==> config.mk <==
export PLATFORM = sky130hd
export DESIGN_NAME = gridding_window_neighbor_count_3d
export DESIGN_NICKNAME = d
export VERILOG_FILES = /design/src/rtl/core/gwnc_pkg.sv /design/src/rtl/core/gwnc_front.sv /design/src/rtl/core/gwnc_back.sv /design/src/rtl/core/gwnc_oq.sv /design/src/rtl/core/gridding_window_neighbor_count_3d.sv
export SDC_FILE = /design/constraint.sdc
export NUM_CORES = 2
export LEC_CHECK = 0
export BUFFER_PORTS_ARGS = -buffer_cell sky130_fd_sc_hd__buf_2
export CAP_MARGIN = 20
export CORE_ASPECT_RATIO = 1.75
export CORE_MARGIN = 2
export CORE_UTILIZATION = 45
export CTS_CLUSTER_DIAMETER = 60
export DETAILED_ROUTE_END_ITERATION = 16
export MAX_ROUTING_LAYER = met4
export PLACE_DENSITY = 0.6
export SETUP_SLACK_MARGIN = 0.05
export SLEW_MARGIN = 20
export SYNTH_ARGS = -nofsm -noshare
export SYNTH_HDL_FRONTEND = slang
export SYNTH_HIERARCHICAL = 1
export SYNTH_SLANG_ARGS = --single-unit
==> constraint.sdc <==
create_clock -name clk -period 8.4 [get_ports clk]
set_clock_uncertainty 0.05 [all_clocks]
set_input_delay 0.84 -clock clk [delete_from_list [all_inputs] [get_ports clk]]
set_output_delay 0.84 -clock clk [all_outputs]
set_load 0.005 [all_outputs]
==> src/rtl/core/gwnc_pkg.sv <==
// gwnc_pkg: shared types, constants and helpers for the 3D gridding window counter.
// Used by every module under rtl/core; depends on nothing.
package gwnc_pkg;

	localparam int FRAC_BITS  = 10;
	localparam int MAX_WINDOW = 8;
	localparam int MAX_GRID   = 1024;

	localparam logic [1:0] REG_GRID_X = 2'd0;
	localparam logic [1:0] REG_GRID_Y = 2'd1;
	localparam logic [1:0] REG_GRID_Z = 2'd2;
	localparam logic [1:0] REG_WINDOW = 2'd3;

	typedef struct packed {
		logic signed [23:0] coord_x;
		logic signed [23:0] coord_y;
		logic signed [23:0] coord_z;
		logic               last_point;
	} in_word_t;

	typedef struct packed {
		logic [9:0]  point_count;
		logic [47:0] total_count;
		logic        run_end;
	} out_word_t;

	typedef struct packed {
		logic [10:0] grid_size_x;
		logic [10:0] grid_size_y;
		logic [10:0] grid_size_z;
		logic [3:0]  window_width;
	} cfg_t;

	// center index and remainder of one axis
	typedef struct packed {
		logic signed [14:0] c;
		logic signed [12:0] r;
	} axis_t;

	typedef struct packed {
		axis_t x;
		axis_t y;
		axis_t z;
		logic  last;
	} job_t;

	function automatic logic [3:0] clamp_window(input logic [3:0] ww);
		return (ww > 4'(MAX_WINDOW)) ? 4'(MAX_WINDOW) : ww;
	endfunction

	function automatic logic [10:0] clamp_grid(input logic [10:0] g);
		return (g > 11'(MAX_GRID)) ? 11'(MAX_GRID) : g;
	endfunction

endpackage

==> src/rtl/core/gwnc_front.sv <==
// gwnc_front: accepts points, splits each axis into center and remainder,
// and holds the jobs in a four-entry queue for the back end. Uses gwnc_pkg.
module gwnc_front import gwnc_pkg::*; (
	input  logic     clk,
	input  logic     arst_n,
	input  cfg_t     cfg,
	input  logic     push,
	output logic     full,
	input  in_word_t in_word,
	output logic     job_valid,
	output job_t     job,
	input  logic     job_pop
);

	localparam logic signed [24:0] HALF = 25'sd1 <<< (FRAC_BITS - 1);

	job_t       mem_q [4];
	logic [1:0] wr_ptr_q;
	logic [1:0] rd_ptr_q;
	logic [2:0] cnt_q;
	logic [3:0] w;
	logic       wr_en;
	logic       rd_en;
	job_t       job_in;

	function automatic axis_t split_axis(input logic signed [23:0] t,
			input logic odd);
		logic signed [24:0] t25;
		logic signed [24:0] s;
		logic [24:0]        mag;
		logic signed [14:0] q;
		logic signed [14:0] c;
		logic signed [24:0] cw;
		logic signed [24:0] rr;
		axis_t              a;
		t25 = 25'(t);
		s   = t25 + (odd ? HALF : 25'sd0);
		mag = s[24] ? 25'(-s) : 25'(s);
		q   = 15'(mag >> FRAC_BITS);
		c   = s[24] ? -q : q;
		cw  = 25'(c);
		rr  = t25 - (cw <<< FRAC_BITS);
		a.c = c;
		a.r = rr[12:0];
		return a;
	endfunction

	assign w = clamp_window(cfg.window_width);

	always_comb begin
		job_in.x    = split_axis(in_word.coord_x, w[0]);
		job_in.y    = split_axis(in_word.coord_y, w[0]);
		job_in.z    = split_axis(in_word.coord_z, w[0]);
		job_in.last = in_word.last_point;
	end

	assign full      = (cnt_q == 3'd4);
	assign job_valid = (cnt_q != 3'd0);
	assign job       = mem_q[rd_ptr_q];
	assign wr_en     = push && !full;
	assign rd_en     = job_pop && job_valid;

	always_ff @(posedge clk) begin
		if (wr_en) begin
			mem_q[wr_ptr_q] <= job_in;
		end
	end

	always_ff @(posedge clk or negedge arst_n) begin
		if (!arst_n) begin
			wr_ptr_q <= '0;
			rd_ptr_q <= '0;
			cnt_q    <= '0;
		end else begin
			if (wr_en) wr_ptr_q <= wr_ptr_q + 2'd1;
			if (rd_en) rd_ptr_q <= rd_ptr_q + 2'd1;
			case ({wr_en, rd_en})
				2'b10:   cnt_q <= cnt_q + 3'd1;
				2'b01:   cnt_q <= cnt_q - 3'd1;
				default: cnt_q <= cnt_q;
			endcase
		end
	end

endmodule

==> src/rtl/core/gwnc_back.sv <==
// gwnc_back: walks the window of one job node by node through a three-stage
// distance pipeline, counts hits and keeps the run total. Uses gwnc_pkg.
module gwnc_back import gwnc_pkg::*; (
	input  logic      clk,
	input  logic      arst_n,
	input  cfg_t      cfg,
	input  logic      job_valid,
	input  job_t      job,
	output logic      job_pop,
	input  logic      res_full,
	output logic      res_push,
	output out_word_t res_word
);

	localparam logic [1:0] ST_IDLE  = 2'd0;
	localparam logic [1:0] ST_RUN   = 2'd1;
	localparam logic [1:0] ST_DRAIN = 2'd2;
	localparam logic [1:0] ST_DONE  = 2'd3;

	logic [1:0]  state_q;
	job_t        job_q;
	logic [2:0]  ix_q, iy_q, iz_q;
	logic [9:0]  count_q;
	logic [47:0] total_q;

	logic [3:0]  w;
	logic [2:0]  wm1;
	logic [2:0]  h;
	logic [26:0] limit;
	logic [10:0] size_x, size_y, size_z;
	logic        last_node;

	logic signed [3:0]  ux, uy, uz;
	logic signed [13:0] dx, dy, dz;
	logic               inb;

	logic               v_s1, v_s2;
	logic signed [13:0] dx_s1, dy_s1, dz_s1;
	logic               inb_s1;
	logic [24:0]        sx_s2, sy_s2, sz_s2;
	logic               inb_s2;
	logic [26:0]        dsq;
	logic [48:0]        sum;

	function automatic logic signed [3:0] offset(input logic [2:0] i,
			input logic [2:0] hh);
		return $signed({1'b0, i}) - $signed({1'b0, hh});
	endfunction

	function automatic logic signed [13:0] delta(input logic signed [12:0] r,
			input logic signed [3:0] u);
		logic signed [13:0] uw;
		uw = 14'(u) <<< FRAC_BITS;
		return 14'(r) - uw;
	endfunction

	function automatic logic in_grid(input logic signed [14:0] c,
			input logic signed [3:0] u, input logic [10:0] size);
		logic signed [15:0] n;
		n = 16'(c) - 16'sd1 + 16'(u);
		return !n[15] && (n[14:0] < 15'(size));
	endfunction

	function automatic logic [24:0] square(input logic signed [13:0] d);
		logic signed [27:0] p;
		p = d * d;
		return p[24:0];
	endfunction

	assign w      = clamp_window(cfg.window_width);
	assign wm1    = 3'(w - 4'd1);
	assign h      = w[0] ? 3'((w - 4'd1) >> 1) : 3'((w >> 1) - 4'd1);
	assign limit  = 27'({3'd0, w} * {3'd0, w}) << (2 * FRAC_BITS - 2);
	assign size_x = clamp_grid(cfg.grid_size_x);
	assign size_y = clamp_grid(cfg.grid_size_y);
	assign size_z = clamp_grid(cfg.grid_size_z);

	assign ux = offset(ix_q, h);
	assign uy = offset(iy_q, h);
	assign uz = offset(iz_q, h);
	assign dx = delta(job_q.x.r, ux);
	assign dy = delta(job_q.y.r, uy);
	assign dz = delta(job_q.z.r, uz);
	assign inb = in_grid(job_q.x.c, ux, size_x) && in_grid(job_q.y.c, uy, size_y)
		&& in_grid(job_q.z.c, uz, size_z);
	assign last_node = (ix_q == wm1) && (iy_q == wm1) && (iz_q == wm1);

	assign dsq = 27'(sx_s2) + 27'(sy_s2) + 27'(sz_s2);
	assign sum = {1'b0, total_q} + 49'(count_q);

	assign job_pop  = (state_q == ST_IDLE) && job_valid;
	assign res_push = (state_q == ST_DONE) && !res_full;

	always_comb begin
		res_word.point_count = count_q;
		res_word.total_count = sum[48] ? '1 : sum[47:0];
		res_word.run_end     = job_q.last;
	end

	always_ff @(posedge clk) begin
		if (job_pop) job_q <= job;
		dx_s1  <= dx;
		dy_s1  <= dy;
		dz_s1  <= dz;
		inb_s1 <= inb;
		sx_s2  <= square(dx_s1);
		sy_s2  <= square(dy_s1);
		sz_s2  <= square(dz_s1);
		inb_s2 <= inb_s1;
	end

	always_ff @(posedge clk or negedge arst_n) begin
		if (!arst_n) begin
			state_q <= ST_IDLE;
			ix_q    <= '0;
			iy_q    <= '0;
			iz_q    <= '0;
			count_q <= '0;
			total_q <= '0;
			v_s1    <= 1'b0;
			v_s2    <= 1'b0;
		end else begin
			v_s1 <= (state_q == ST_RUN);
			v_s2 <= v_s1;
			if (v_s2 && inb_s2 && (dsq < limit)) count_q <= count_q + 10'd1;
			case (state_q)
				ST_IDLE: begin
					if (job_valid) begin
						ix_q    <= '0;
						iy_q    <= '0;
						iz_q    <= '0;
						count_q <= '0;
						state_q <= (w == 4'd0) ? ST_DRAIN : ST_RUN;
					end
				end
				ST_RUN: begin
					if (last_node) begin
						state_q <= ST_DRAIN;
					end else if (ix_q != wm1) begin
						ix_q <= ix_q + 3'd1;
					end else begin
						ix_q <= '0;
						if (iy_q != wm1) begin
							iy_q <= iy_q + 3'd1;
						end else begin
							iy_q <= '0;
							iz_q <= iz_q + 3'd1;
						end
					end
				end
				ST_DRAIN: begin
					if (!v_s1 && !v_s2) state_q <= ST_DONE;
				end
				ST_DONE: begin
					if (!res_full) begin
						total_q <= job_q.last ? '0 : res_word.total_count;
						state_q <= ST_IDLE;
					end
				end
				default: state_q <= ST_IDLE;
			endcase
		end
	end

endmodule

==> src/rtl/core/gwnc_oq.sv <==
// gwnc_oq: two-entry result queue between the back end and the output port.
// Uses gwnc_pkg for the result word type.
module gwnc_oq import gwnc_pkg::*; (
	input  logic      clk,
	input  logic      arst_n,
	input  logic      wr,
	input  out_word_t wr_word,
	output logic      full,
	input  logic      pop,
	output logic      empty,
	output out_word_t out_word
);

	out_word_t  mem_q [2];
	logic       wr_ptr_q;
	logic       rd_ptr_q;
	logic [1:0] cnt_q;
	logic       wr_en;
	logic       rd_en;

	assign full     = (cnt_q == 2'd2);
	assign empty    = (cnt_q == 2'd0);
	assign out_word = mem_q[rd_ptr_q];
	assign wr_en    = wr && !full;
	assign rd_en    = pop && !empty;

	always_ff @(posedge clk) begin
		if (wr_en) mem_q[wr_ptr_q] <= wr_word;
	end

	always_ff @(posedge clk or negedge arst_n) begin
		if (!arst_n) begin
			wr_ptr_q <= 1'b0;
			rd_ptr_q <= 1'b0;
			cnt_q    <= '0;
		end else begin
			if (wr_en) wr_ptr_q <= !wr_ptr_q;
			if (rd_en) rd_ptr_q <= !rd_ptr_q;
			case ({wr_en, rd_en})
				2'b10:   cnt_q <= cnt_q + 2'd1;
				2'b01:   cnt_q <= cnt_q - 2'd1;
				default: cnt_q <= cnt_q;
			endcase
		end
	end

endmodule

==> src/rtl/core/gridding_window_neighbor_count_3d.sv <==
// gridding_window_neighbor_count_3d: top level with the configuration registers.
// Instantiates gwnc_front, gwnc_back and gwnc_oq; uses gwnc_pkg.
//
// Input channel: a point word (three 24-bit coordinates with 10 fraction bits
// and a last-point flag) is taken at a clock edge with push high and full low.
// A four-word queue sits behind the input, so several points can be pushed
// while one is being worked on.
// Output channel: the oldest result word is shown while empty is low and is
// taken at an edge with pop high. Results leave in input order, one per point.
// Timing: the back end tests one window node per cycle and takes the next point
// only after the result of the current one has gone into the result queue.
// If pop stays low, the two-word result queue fills, then the back end holds,
// then the input queue fills and full rises; nothing is dropped.
// Reset clears the queues, the running total and the sequencer; registers go
// to grid 64 x 64 x 64 and window width 3. Registers sit at byte addresses
// 0, 4, 8, 12 and may be written only while no point is in flight.
module gridding_window_neighbor_count_3d import gwnc_pkg::*; (
	input  logic        clk,
	input  logic        arst_n,
	input  logic        psel,
	input  logic        penable,
	input  logic        pwrite,
	input  logic [3:0]  paddr,
	input  logic [31:0] pwdata,
	output logic [31:0] prdata,
	output logic        pready,
	input  logic        push,
	output logic        full,
	input  in_word_t    in_word,
	input  logic        pop,
	output logic        empty,
	output out_word_t   out_word
);

	cfg_t      cfg_q;
	logic      job_valid;
	job_t      job;
	logic      job_pop;
	logic      res_full;
	logic      res_push;
	out_word_t res_word;
	logic      reg_wr;

	assign pready = 1'b1;
	assign reg_wr = psel && penable && pwrite;

	always_ff @(posedge clk or negedge arst_n) begin
		if (!arst_n) begin
			cfg_q.grid_size_x  <= 11'd64;
			cfg_q.grid_size_y  <= 11'd64;
			cfg_q.grid_size_z  <= 11'd64;
			cfg_q.window_width <= 4'd3;
		end else if (reg_wr) begin
			case (paddr[3:2])
				REG_GRID_X: cfg_q.grid_size_x  <= pwdata[10:0];
				REG_GRID_Y: cfg_q.grid_size_y  <= pwdata[10:0];
				REG_GRID_Z: cfg_q.grid_size_z  <= pwdata[10:0];
				REG_WINDOW: cfg_q.window_width <= pwdata[3:0];
				default:    cfg_q              <= cfg_q;
			endcase
		end
	end

	always_comb begin
		case (paddr[3:2])
			REG_GRID_X: prdata = 32'(cfg_q.grid_size_x);
			REG_GRID_Y: prdata = 32'(cfg_q.grid_size_y);
			REG_GRID_Z: prdata = 32'(cfg_q.grid_size_z);
			REG_WINDOW: prdata = 32'(cfg_q.window_width);
			default:    prdata = '0;
		endcase
	end

	gwnc_front u_front (
		.clk       (clk),
		.arst_n    (arst_n),
		.cfg       (cfg_q),
		.push      (push),
		.full      (full),
		.in_word   (in_word),
		.job_valid (job_valid),
		.job       (job),
		.job_pop   (job_pop)
	);

	gwnc_back u_back (
		.clk       (clk),
		.arst_n    (arst_n),
		.cfg       (cfg_q),
		.job_valid (job_valid),
		.job       (job),
		.job_pop   (job_pop),
		.res_full  (res_full),
		.res_push  (res_push),
		.res_word  (res_word)
	);

	gwnc_oq u_oq (
		.clk      (clk),
		.arst_n   (arst_n),
		.wr       (res_push),
		.wr_word  (res_word),
		.full     (res_full),
		.pop      (pop),
		.empty    (empty),
		.out_word (out_word)
	);

endmodule

# After elaboration in Yosys (flattened, before gate mapping)
# Memories as Yosys holds them, arrays and structs flattened. A register that Yosys moved wholly into a read port is not among the register bits.
# Cells that the tools add are included.
[totals]
regBits = 238
in_bits = 116
n_memories = 2
mem_bits_rw = 458
word_cells = 191
out_inout_bits = 94
[classes]
n_mul = 4
n_reduce_logical = 45
bitwise = 1
n_lt_le_gt_ge = 8
n_eq_ne = 24
n_mux = 42
n_addsub = 39
[memory_table]
columns = ["memory", "depth", "word_bits", "read_ports", "rd_clocked_by_memory_dff", "write_ports", "line", "text"]
rows = [
  ["u_front.mem_q", 4, 85, 1, 1, 1, "gwnc_front.sv:17", "job_t mem_q [4];"],
  ["u_oq.mem_q", 2, 59, 1, 0, 1, "gwnc_oq.sv:14", "out_word_t mem_q [2];"],
]
[ops]
columns = ["operator", "count"]
rows = [
  ["$pmux 32 s4", 1],
  ["$mux 48", 2],
  ["$add 24x11->25", 3],
  ["$mul 14x14->25", 3],
  ["$mux 25", 3],
  ["$neg 25->25", 3],
  ["$add 48x10->49", 1],
  ["$add 16x4->16", 3],
  ["$sub 15x2->16 const B", 3],
  ["$lt 15x11->1", 3],
  ["$mux 15", 3],
  ["$neg 15->15", 3],
  ["$sub 13x14->14", 3],
  ["$mux 10", 4],
  ["$sub 13x13->13", 3],
  ["$gt 11x11->1 const B", 3],
  ["$mux 11", 3],
  ["$mux 3", 10],
  ["$add 27x25->27", 1],
  ["$lt 27x26->1", 1],
  ["$add 25x25->26", 1],
  ["$pmux 3 s2", 4],
  ["$logic_and 1x1->1", 18],
  ["$eq 2x2->1 const B", 7],
  ["other kinds (30)", 74],
]

# Logic depth before layout (Yosys ltp)
[depth]
depth_word = 10
mapped_depth = 32
mapped_depth_nobuf = 30

# Modules after synthesis
# Netlist, hierarchy kept.
[by_module_without_submodules]
columns = ["mod", "seq_area_each_um2", "area_each_um2", "n_inst", "cells_each"]
rows = [
  ["gwnc_back", 6591.3, 33064.2, 1, 3321],
  ["gwnc_front", 10385.0, 16080.4, 1, 990],
  ["gwnc_oq", 3643.5, 4757.1, 1, 202],
  ["gridding_window_neighbor_count_3d", 932.1, 1928.1, 1, 135],
]

# Least setup slack after synthesis
# Ideal clock, no wire load.
[synth_timing]
path_type = "register to register"
start = "register cfg_q[3] in the netlist's numbering"
end = "register u_back.inb_s1"
period_less_slack_ns = 6.633
arrival_time_ns = 6.491
path_buffers = 1
path_stages_with_launch = 30
setup_time_ns = 0.092
required_time_ns = 8.258
slack_ns = 1.767
path_cell_list = "dfrtp_1 -> buf_4 -> nand2b_2 -> ha_1 -> xor2_1 -> o21a_1 -> inv_1 -> ha_1 -> nor2b_1 -> o21ai_0 -> nand2b_1 -> ha_1 -> inv_1 -> ha_1 -> a21oi_1 -> o21bai_1 -> a311o_1 -> and4_1 -> a2111oi_1 -> xnor2_1 -> ha_1 -> and3_1 -> nand2_1 -> o221ai_1 -> or4_1 -> a311oi_1 -> o2111ai_1 -> nor4_1 -> nand4_1 -> nor4_1"
[synth_between]
elab_chain_cells = 10
word_cells_on_any_way = 22
cone_classes = "add/sub: 8; order compare: 4; mux: 2; reduce/logical: 8"
[synth_lines]
columns = ["element", "line", "text"]
rows = [
  ["from (decl)", "gridding_window_neighbor_count_3d.sv:35", "cfg_t cfg_q;"],
  ["from (signal assigned)", "gridding_window_neighbor_count_3d.sv:59", "default: cfg_q <= cfg_q;"],
  ["$gt 4x4->1", "gwnc_pkg.sv:48", "return (ww > 4'(MAX_WINDOW)) ? 4'(MAX_WINDOW) : ww;"],
  ["$mux 4 (*)", "gwnc_pkg.sv:48", ""],
  ["$sub 4x1->4 or $sub 3x1->3 (tied branches)", "n/a", ""],
  ["$mux 3 (*)", "gwnc_back.sv:72", "assign h = w[0] ? 3'((w - 4'd1) >> 1) : 3'((w >> 1) - 4'd1);"],
  ["$sub 3x3->4", "gwnc_back.sv:47", "return $signed({1'b0, i}) - $signed({1'b0, hh});"],
  ["$add 16x4->16", "gwnc_back.sv:60", "n = 16'(c) - 16'sd1 + 16'(u);"],
  ["$lt 15x11->1 or $logic_not 1->1 (tied branches)", "gwnc_back.sv:61", "return !n[15] && (n[14:0] < 15'(size));"],
  ["$logic_and 1x1->1", "gwnc_back.sv:61", ""],
  ["$logic_and 1x1->1", "gwnc_back.sv:84", "assign inb = in_grid(job_q.x.c, ux, size_x) && in_grid(job_q.y.c, uy, size_y)"],
  ["$logic_and 1x1->1 (*)", "gwnc_back.sv:85", "&& in_grid(job_q.z.c, uz, size_z);"],
  ["net u_back.inb", "gwnc_back.sv:35", "logic inb;"],
  ["to (signal assigned)", "gwnc_back.sv:105", "inb_s1 <= inb;"],
  ["to (decl)", "gwnc_back.sv:39", "logic inb_s1;"],
]
# Mark *: on every way through the listed nets, which the timed path passes. The rest lies on a longest branch.
# A chain may end at the register's enable or synchronous reset.

# Worst setup path in the final report
# Same ends and word-level chain as after synthesis.

==> flow_summary.ini <==
[global_routing]
gr-total-overflow = 0
grt.total_usage_pct = 21.00
grt_max_degree = 74
grt_first_pass_wirelength_mm = 201.3
antenna_found_initial = 17
grt_pass1_vias = 37270

[floorplanning]
core_um2 = 123700
start_util_pct = 45.15
die_area_um2 = 127000
rows = 171
die_h_um = 470.0
num_io_pins = 210
die_x_um = 270.3

[layout]
syn2layout_area_growth_pct = 8.554
nFillCells = 11200
layout-drive-gt1-share_pct = 11.89
multi_input_area_um2 = 31060
nets = 5776
seq_area_um2 = 21560
final_common_cell = inv_1
mostFrequentLayoutCells = inv_1 (634), edfxtp_1 (543), fa_1 (509)
stdcell_area_um2 = 60610

[job]
cap_violations = 0

[yosys]
synthArstFlopShare_pct = 15.35
synth_cell_types = 127
syn-instance-count = 4648
synthFlopType = edfxtp_1
synth_seq_cells = 775
ys_seq_area_share_pct = 38.60
synth_area_um2 = 55830
synth_edf_count = 543
syn_area_per_cell_um2 = 12.01
yosysWarnings = 6

[worst_hold_path]
min_path_type = input pin to async pin

[setup_path]
crit_path_frequent_cell = ha_1
path_max_fanout = 12
slowest_stage = or4_1
worstPathArrival_ns = 8.05
crit_type = flip-flop to flip-flop
start_kind = flip-flop
worstRegToRegCells = 29
critPathRequiredTime_ns = 8.90
worst_setup_path_end_kind = flip-flop
max_stage_delay_ns = 0.53

[clock_tree]
cts-hold-fix-buffers = 0
cts.clk_slew.worst_paths_ns = 0.07
cts-htree-levels = 3
clock_tree.buffer_depth = 3
cts-root-buf = clkbuf_16
cts_tree = done
cts_setup_buffers = 0
numCtsBuffers = 74
clock-sinks = 775
clk_latency_ns = 0.66
ctsResizeCount = 0

[place]
dp_hpwl_mm = 97.04
placed_cell_area_um2 = 58080
port_buffers = 164
place_congestion = 0.9174

[routing]
dr.first_iter.drc_count = 1471
vias_per_cell = 5.328
drc_errors = 0
wl_per_cell_um = 19.54
drt-pass1-iter-count = 5
ant_nets = 0
route.vias.total = 34560
drt_wl_total_mm = 126.8

[timing]
max_freq_mhz = 132.5
tightest_slew_ns = 1.075
period_minus_slack_ns = 7.547
tns_ns = 0
final_hold_viol_count = 0
finalSetupViolCount = 0
slew_headroom_pct = 27.92
rsz0062_at_grt = false
period_share_pct = 89.84
drv_slew = 0

[outcome]
outcome = finished, final reports clean
-- kinds of logic after synthesis --
family          after synthesis  share of synthesized area, %
buf+inv                     808                         5.973
compound gates              567                         6.979
simple gates               1070                         9.937
other cells                   3                       0.02017
flops                       775                         38.60
fa+ha+maj                   894                         26.88
mux                         219                         6.638
xor+xnor                    312                         4.971
-- sequential cells by signal, summed over array words and instances, names as in the netlist, 2 cells and up --
signal and count:
u_front/mem_q 340, u_oq/mem_q 118, u_back/job_q 84, u_back/total_q 48
cfg_q 37, u_back/sx_s2 23, u_back/sy_s2 23, u_back/sz_s2 23
u_back/dx_s1 14, u_back/dy_s1 14, u_back/dz_s1 14, u_back/count_q 10
u_back/ix_q 3, u_back/iy_q 3, u_back/iz_q 3, u_front/cnt_q 3
u_back/state_q 2, u_front/rd_ptr_q 2, u_front/wr_ptr_q 2, u_oq/cnt_q 2
-- worst max-delay path: cells and delay by family (launching register included) --
family	cells	cell delay [ns]
buf+inv	3	0.33
fa+ha+maj	5	1.69
flops	1	0.50
compound gates	9	2.08
xor+xnor	1	0.15
simple gates	11	2.65
-- metal layers --
metal / track usage [%] / wire (um) / part of all wire (%)
met1: 22.22 / 46800 / 37
met2: 39.59 / 71190 / 56
met3: 2.731 / 4362 / 3.4
met4: 7.603 / 4417 / 3.5
met5: - / 0 / 0
-- metrics by stage --
stage	setup WS [ns]	std cells	utilization, %	hold slack, ns
finish	0.8530	6487	49.01	0.2021
detailed placement	0.8342	6333	46.97	0.2769
global route	0.2587	6486	49.01	0.2389
global placement	0.8979	6333	46.97	0.2738
floorplan	1.767	4672	-	0.2596
CTS	0.7913	6470	48.97	0.1925
-- worst paths after layout --
| path | from | to | slack (ns) |
|---|---|---|---|
| max in group asynchronous | arst_n | u_front/rd_ptr_q[1]$_DFFE_PN0P_ | 6.88 |
| hold / removal | arst_n | u_back/total_q[0]$_DFFE_PN0P_ | 0.20 |
| setup reg to reg | cfg_q[3]$_DFFE_PN0P_ | u_back/inb_s1$_DFF_P_ | 0.85 |
| min in group clk | u_back/job_q[58]$_DFFE_PP_ | u_back/dx_s1[1]$_DFF_P_ | 0.29 |
| hold reg to reg | u_back/job_q[58]$_DFFE_PP_ | u_back/dx_s1[1]$_DFF_P_ | 0.29 |
| setup / recovery | cfg_q[3]$_DFFE_PN0P_ | u_back/inb_s1$_DFF_P_ | 0.85 |
-- cells in the mapped netlist (14+ instances only) --
library cell  number  area [um2]
a211oi_1          16       120.1
a21o_1            58       435.4
a21oi_1          147       735.7
a311oi_1          14       122.6
a31oi_1           30       187.7
a41oi_1           14       122.6
and2_1           166        1039
and3_1            39       244.0
buf_1             16       60.06
buf_2             20       100.1
buf_4             26       195.2
clkbuf_1          92       345.3
dfrtp_1          114        2853
dfxtp_1          113        2262
edfxtp_1         543       16310
fa_1             509       10190
ha_1             385        4817
inv_1            635        2384
mux2_2            34       382.9
mux2_4            69        1036
mux2i_1           26       260.3
mux4_2            86        1937
nand2_1          309        1160
nand2b_1          56       350.3
nand3_1           69       345.3
nand4_1           30       187.7
nor2_1           195       732.0
nor2b_1           25       156.4
nor3_1            58       290.3
nor4_1            20       125.1
o21a_1            22       165.2
o21ai_0          100       500.5
or3_1             21       131.4
xnor2_1          222        1944
xor2_1            86       753.2
-- layout make-up --
class	instances	area share (%)
antenna	17	0.07019
timing repair buffer	188	1.662
multi-input combinational	3089	51.25
sequential	775	35.58
inverter	638	3.956
clock buffer	88	3.227
clock inverter	49	0.8630
tap	1643	3.392
Power is left out: the tool's default activity adds up to more than one toggle a clock period on the data nets, which glitch-free logic cannot reach.
